[config.mk]
export PLATFORM = sky130hd
export DESIGN_NAME = iuj_ram
export DESIGN_NICKNAME = d
export VERILOG_FILES = /design/src/rtl/core/iuj_ram.sv
export SDC_FILE = /design/constraint.sdc
export NUM_CORES = 1
export LEC_CHECK = 0
export ABC_AREA = 1
export BUFFER_PORTS_ARGS = -buffer_cell sky130_fd_sc_hd__buf_2
export CAP_MARGIN = 20
export CORE_MARGIN = 2
export CORE_UTILIZATION = 55
export CTS_BUF_LIST = sky130_fd_sc_hd__clkbuf_4 sky130_fd_sc_hd__clkbuf_8 sky130_fd_sc_hd__clkbuf_16
export CTS_CLUSTER_SIZE = 25
export DETAILED_ROUTE_END_ITERATION = 10
export PLACE_DENSITY = 0.7
export SYNTH_ARGS = -nofsm -noshare
export SYNTH_HDL_FRONTEND = slang
export SYNTH_SLANG_ARGS = --single-unit
[constraint.sdc]
create_clock -name clk -period 1.1 [get_ports clk]
set_input_delay 0.055 -clock clk [delete_from_list [all_inputs] [get_ports clk]]
set_output_delay 0.055 -clock clk [all_outputs]
set_load 0.01 [all_outputs]
[src/rtl/core/iuj_ram.sv]
`timescale 1ns / 1ps

module iuj_ram #(
  parameter int WIDTH = 8,
  parameter int DEPTH = 16
) (
  input  logic                     clk,
  input  logic                     we,
  input  logic [$clog2(DEPTH)-1:0] waddr,
  input  logic [WIDTH-1:0]         wdata,
  input  logic                     re,
  input  logic [$clog2(DEPTH)-1:0] raddr,
  output logic [WIDTH-1:0]         rdata
);

  logic [WIDTH-1:0] mem [DEPTH];
  logic [WIDTH-1:0] rdata_r;

  always_ff @(posedge clk) begin
    if (we) begin
      mem[waddr] <= wdata;
    end
    if (re) begin
      rdata_r <= mem[raddr];
    end
  end

  assign rdata = rdata_r;

endmodule

# After elaboration in Yosys (flattened, before gate mapping)
# Memories as Yosys holds them, arrays and structs flattened. A register that Yosys moved wholly into a read port is not among the register bits.
# Index checks and enable logic that the tools add are counted.
[classes]
n_addsub = 0
mul = 0
div = 0
n_lt_le_gt_ge = 0
eq_ne = 0
shifts = 0
muxes = 2
bitwise_logic = 0
reduce_logical = 0
[op_table]
columns = ["operator", "n"]
rows = [
  ["2-to-1 mux 1 bit", 2],
]
[word_totals]
reg_bits = 0
latchBits = 0
ram_bits = 128
romBits = 0
in_bits = 19
out_inout_bits = 8
wordCells = 3
memories = 1
[mem_list]
columns = ["name", "depth", "word_bits", "rd", "rd_clocked_by_memory_dff", "write_ports", "line", "source"]
rows = [
  ["mem", 16, 8, 1, 1, 1, "16", "logic [WIDTH-1:0] mem [DEPTH];"],
]

# Depth between registers and ports, before layout
[depth]
ltp_word = 2
depth_mapped = 8
ltp_nobuf = 7

# Worst setup path after synthesis
# OpenSTA, ideal clock, no wires.
[synth_timing]
path_kind = "input port to flip-flop"
start = "input port waddr[3]"
end = "memory mem[4][0] (enable)"
setup_time_ns = 0.370
arrival_time_ns = 0.636
required_ns = 0.730
setup_slack_ns = 0.094
path_stages = 2
cell_sequence = "nand3b_1 -> nor2_1"
[synth_lines]
columns = ["item", "line", "source"]
rows = [
  ["from (decl)", "9", "input logic [$clog2(DEPTH)-1:0] waddr,"],
  ["to (decl)", "16", ""],
]
# Straight into the memory's write port.

# Worst setup path in the final report
[layout_timing]
start = "register rdata_r[6], in the netlist rdata[6] (read register of mem)"
end = "output port rdata[6]"
[layout_lines]
columns = ["item", "line", "source"]
rows = [
  ["from (decl)", "17", "logic [WIDTH-1:0] rdata_r;"],
  ["to (decl)", "13", "output logic [WIDTH-1:0] rdata"],
]
# No word-level cell between the ends.

==> results <==
- The footprint of the flip-flops and latches is just over 0.004 sq mm.
- The final wirelength is between 10,000 and 15,000 microns.
- The count of buffers added on input and output ports is 26.
- The worst-path maximum fanout is 1.
- The die covers 0.0115 sq mm.
- For this run, the number of Yosys warnings is 0.
- 27 I/O pins were placed.
- The share of synthesized area in the top cell type comes to ~70%.
- The number of max-cap violations is 0.
- The area of the multi-input gates is 0.00147 sq mm.
- Once routing completed, OpenROAD measured the worst setup slack at -0.0737 ns.
- The die is 107 microns wide.
- The buffers plus inverters on the worst setup path is 1.
- At the pin with the least slew margin, the transition time is 0.743 ns.
- Counting instances, the worst hold path has a depth of 4.
- The power per standard cell area is around 1700 mW/mm^2.
- The post-layout instance area is 0.00713 sq mm.
- The initial utilization of the core area, before any placement, comes to 56.6%.
- Clock tree synthesis inserted a total of 17 buffers.
- In this run, synthesis produced a sequential element count of about 140.
- Detailed placement ended at an HPWL of 7980 microns.
- The standard-cell row count is 37.
- The largest net degree at the start of global routing is 38.
- In this run the clock root is driven by a sky130_fd_sc_hd__clkbuf_8.
- Across all layers, the routed design uses between 3,000 and 4,000 vias.
- The first global-routing pass estimated 20,600 microns of wire.
- The initial antenna violation count is 0.
- The H-tree level count is 4.
- After global routing the overflow that remains totals 0.
- The cell count after synthesis came out at 551.
- The height of the die is approximately 110 microns.
- In this run the remaining antenna-violating nets after routing total 0.
- The maximum ir drop on the vdd rail is 0.00125 V.
- The critical path goes through buf_2.
- Clock-pin slew was measured on the worst setup and hold paths at about 0.06 ns.
- The shortest period the worst path allows is 1.17 ns.
- The final reports fail on setup timing.
- Setup repair after global routing could not meet its margin everywhere.
- The run finished, with violations left.
- The tree built by TritonCTS fans out to around 140 sinks.
- The number of vias per cell after detailed routing is 5.27.
- Summed over all cells, the static leakage comes to between 3 and 4 nW.
- The area after detailed placement is 0.00623 sq mm.
- In the final routed layout, each cell accounts on average for 17.6 microns.
- After filler insertion, the fill cell instance count of the layout stands at between 700 and 800.
- Data arrives at the worst endpoint at 1.12 ns.
- On the worst path, the slowest cell contributes a delay of 0.42 ns.
- The worst pin sits at a relative slew slack of 50.4%.
- For this run, the post-layout net count is around 630.
- Buffers added to address setup during post-CTS repair amount to 0.
- The design draws between 0.01 and 0.015 W.
- The number of antenna diodes in the final layout is 0.
- TritonCTS built the clock tree.
- Summing the sequential cell areas from Yosys gives 69.8% of the chip area.
- In this run, distinct cell masters in the synthesized netlist total 11.
- At the end of routability-driven placement, the weighted congestion stood at 0.895.
- The post-synth net total is 570.
- The depth of the most critical reg-to-reg path is 6.
- The top cell type by total area after synthesis is sky130_fd_sc_hd__edfxtp_1.
- The total global routing track utilization is 25.0%.
- The mapped netlist covers 0.00585 sq mm.
- The final-report hold violation count is 0.
- The average footprint of a synthesized cell is around 11 sq um.
- Final hold analysis gives a worst-case slack of 0.0526 ns.
- Setup total negative slack on the finished layout was measured at -0.334 ns.
- The share of post-route cells with drive strength above 1 is 22.4%.
- The path type of the worst setup path is reg -> out.
- The first-pass detailed-route iteration total is 5.
- The portion of the clock cycle consumed by the worst path in the final layout is 107%.
- The finished layout holds 757 standard cells, fillers aside.
- The kind of end point of the critical path is a primary output.
- The max-slew violation count is 0.
- The slowest stage of the critical path belongs to the cell sky130_fd_sc_hd__edfxtp_1.
- The class of the tightest hold or removal check is in -> reg.
- The maximum achievable frequency is 852 MHz.
- The via count of the first global-routing pass came to ~3,900.
- The final routed DRC violation total is 0.
- The worst setup path is launched from a register.
- The buffer levels on the longest clock path is 2.
- Setup violations remaining at the end of the flow were counted as 7.
- In this run, placement finished with an instance count of approximately 700.
- The clock latency on the worst-skew pair is about 0.53 ns.
- The placeable core area is 0.0103 sq mm.
- The number of logic stages on the critical path including buffering is 1.
- On the critical path the largest part of the delay comes from flip-flops.
- The clock skew is between 0.007 and 0.008 ns.
- The post-synthesis to final-layout area growth is 21.9%.
- Ranked by total cell area, the synthesized netlist is headed by sky130_fd_sc_hd__edfxtp_1 70%, sky130_fd_sc_hd__nand2_1 11%, sky130_fd_sc_hd__nand3_1 8.3%.
- The required time of the critical path is 1.04 ns.
- The first routing iteration left about 260 violations.
-- path summary, 6_finish.rpt --
kind                              from                  to  slack (ns)
hold / removal                raddr[3]  rdata[5]$_DFFE_PP_        0.05
hold reg to reg   mem[13][5]$_DFFE_PP_  rdata[5]$_DFFE_PP_        0.75
setup / recovery    rdata[6]$_DFFE_PP_            rdata[6]       -0.07
setup reg to reg   mem[7][3]$_DFFE_PP_  rdata[3]$_DFFE_PP_       -0.01
-- report_power, final --
group | switching (W) | internal [W] | leakage [nW]
logic | 0.000571 | 0.000278 | 1.59
clock network | 0.00206 | 0.00318 | 0.266
registers | 0.0000353 | 0.00584 | 1.24
-- cells in the mapped netlist (all sizes together) --
cell type / n
buf: 24
edfxtp: 136
inv: 102
nand2: 173
nand3: 97
nand3b: 2
nor2: 17
-- registers in the layout, indices dropped and copies added (netlist names) --
signal	flops
mem	128
rdata	8
-- layout make-up --
class                   count  share of cell area, %
flip-flops and latches    136                   57.3
multi-input cells         289                   20.6
repair buffers             62                   6.64
clock buffers              17                   5.81
inverters                 102                   5.37
well taps                 136                   2.39
clock inverters            15                   1.91
-- routing by layer --
metal  global-route usage, %  up-vias  share of wire (%)
met3                    6.81       30                8.0
li1                        -     1898                  -
met2                    39.7      163                 49
met4                    12.0        0                2.4
met1                    32.1     1895                 41
met5                       0        -                  0
-- metrics by stage --
step / setup WS, ns / utilization (%)
6_report: -0.0737 / 69.0
5_1_grt: -0.0956 / 69.0
4_1_cts: -0.0939 / 67.0
3_5_place_dp: -0.189 / 60.4
3_3_place_gp: -0.136 / 60.4
2_1_floorplan: 0.0942 / -
-- cell families after synthesis --
group                  synth area share, %
buffers and inverters                 9.39
and+or+nand+nor                       20.8
DFF                                   69.8
-- cells in the final DEF, fill, tap and decap left out, drive strengths merged --
cell type,netlist,routed
buf,24,53
bufinv,0,2
clkbuf,0,17
clkinv,0,10
clkinvlp,0,3
dlygate4sd3,0,9
edfxtp,136,136
inv,102,102
nand2,173,173
nand3,97,97
nand3b,2,2
nor2,17,17
-- timing repair --
action / 4_1_cts / 5_1_grt
pin swaps: 5 / 29
endpoints found under the hold margin: 136 / 0
resized for setup: 9 / 46
setup endpoints to repair: 13 / 16
hold buffers: 9 / 0
(Power assumes the default switching activity.)
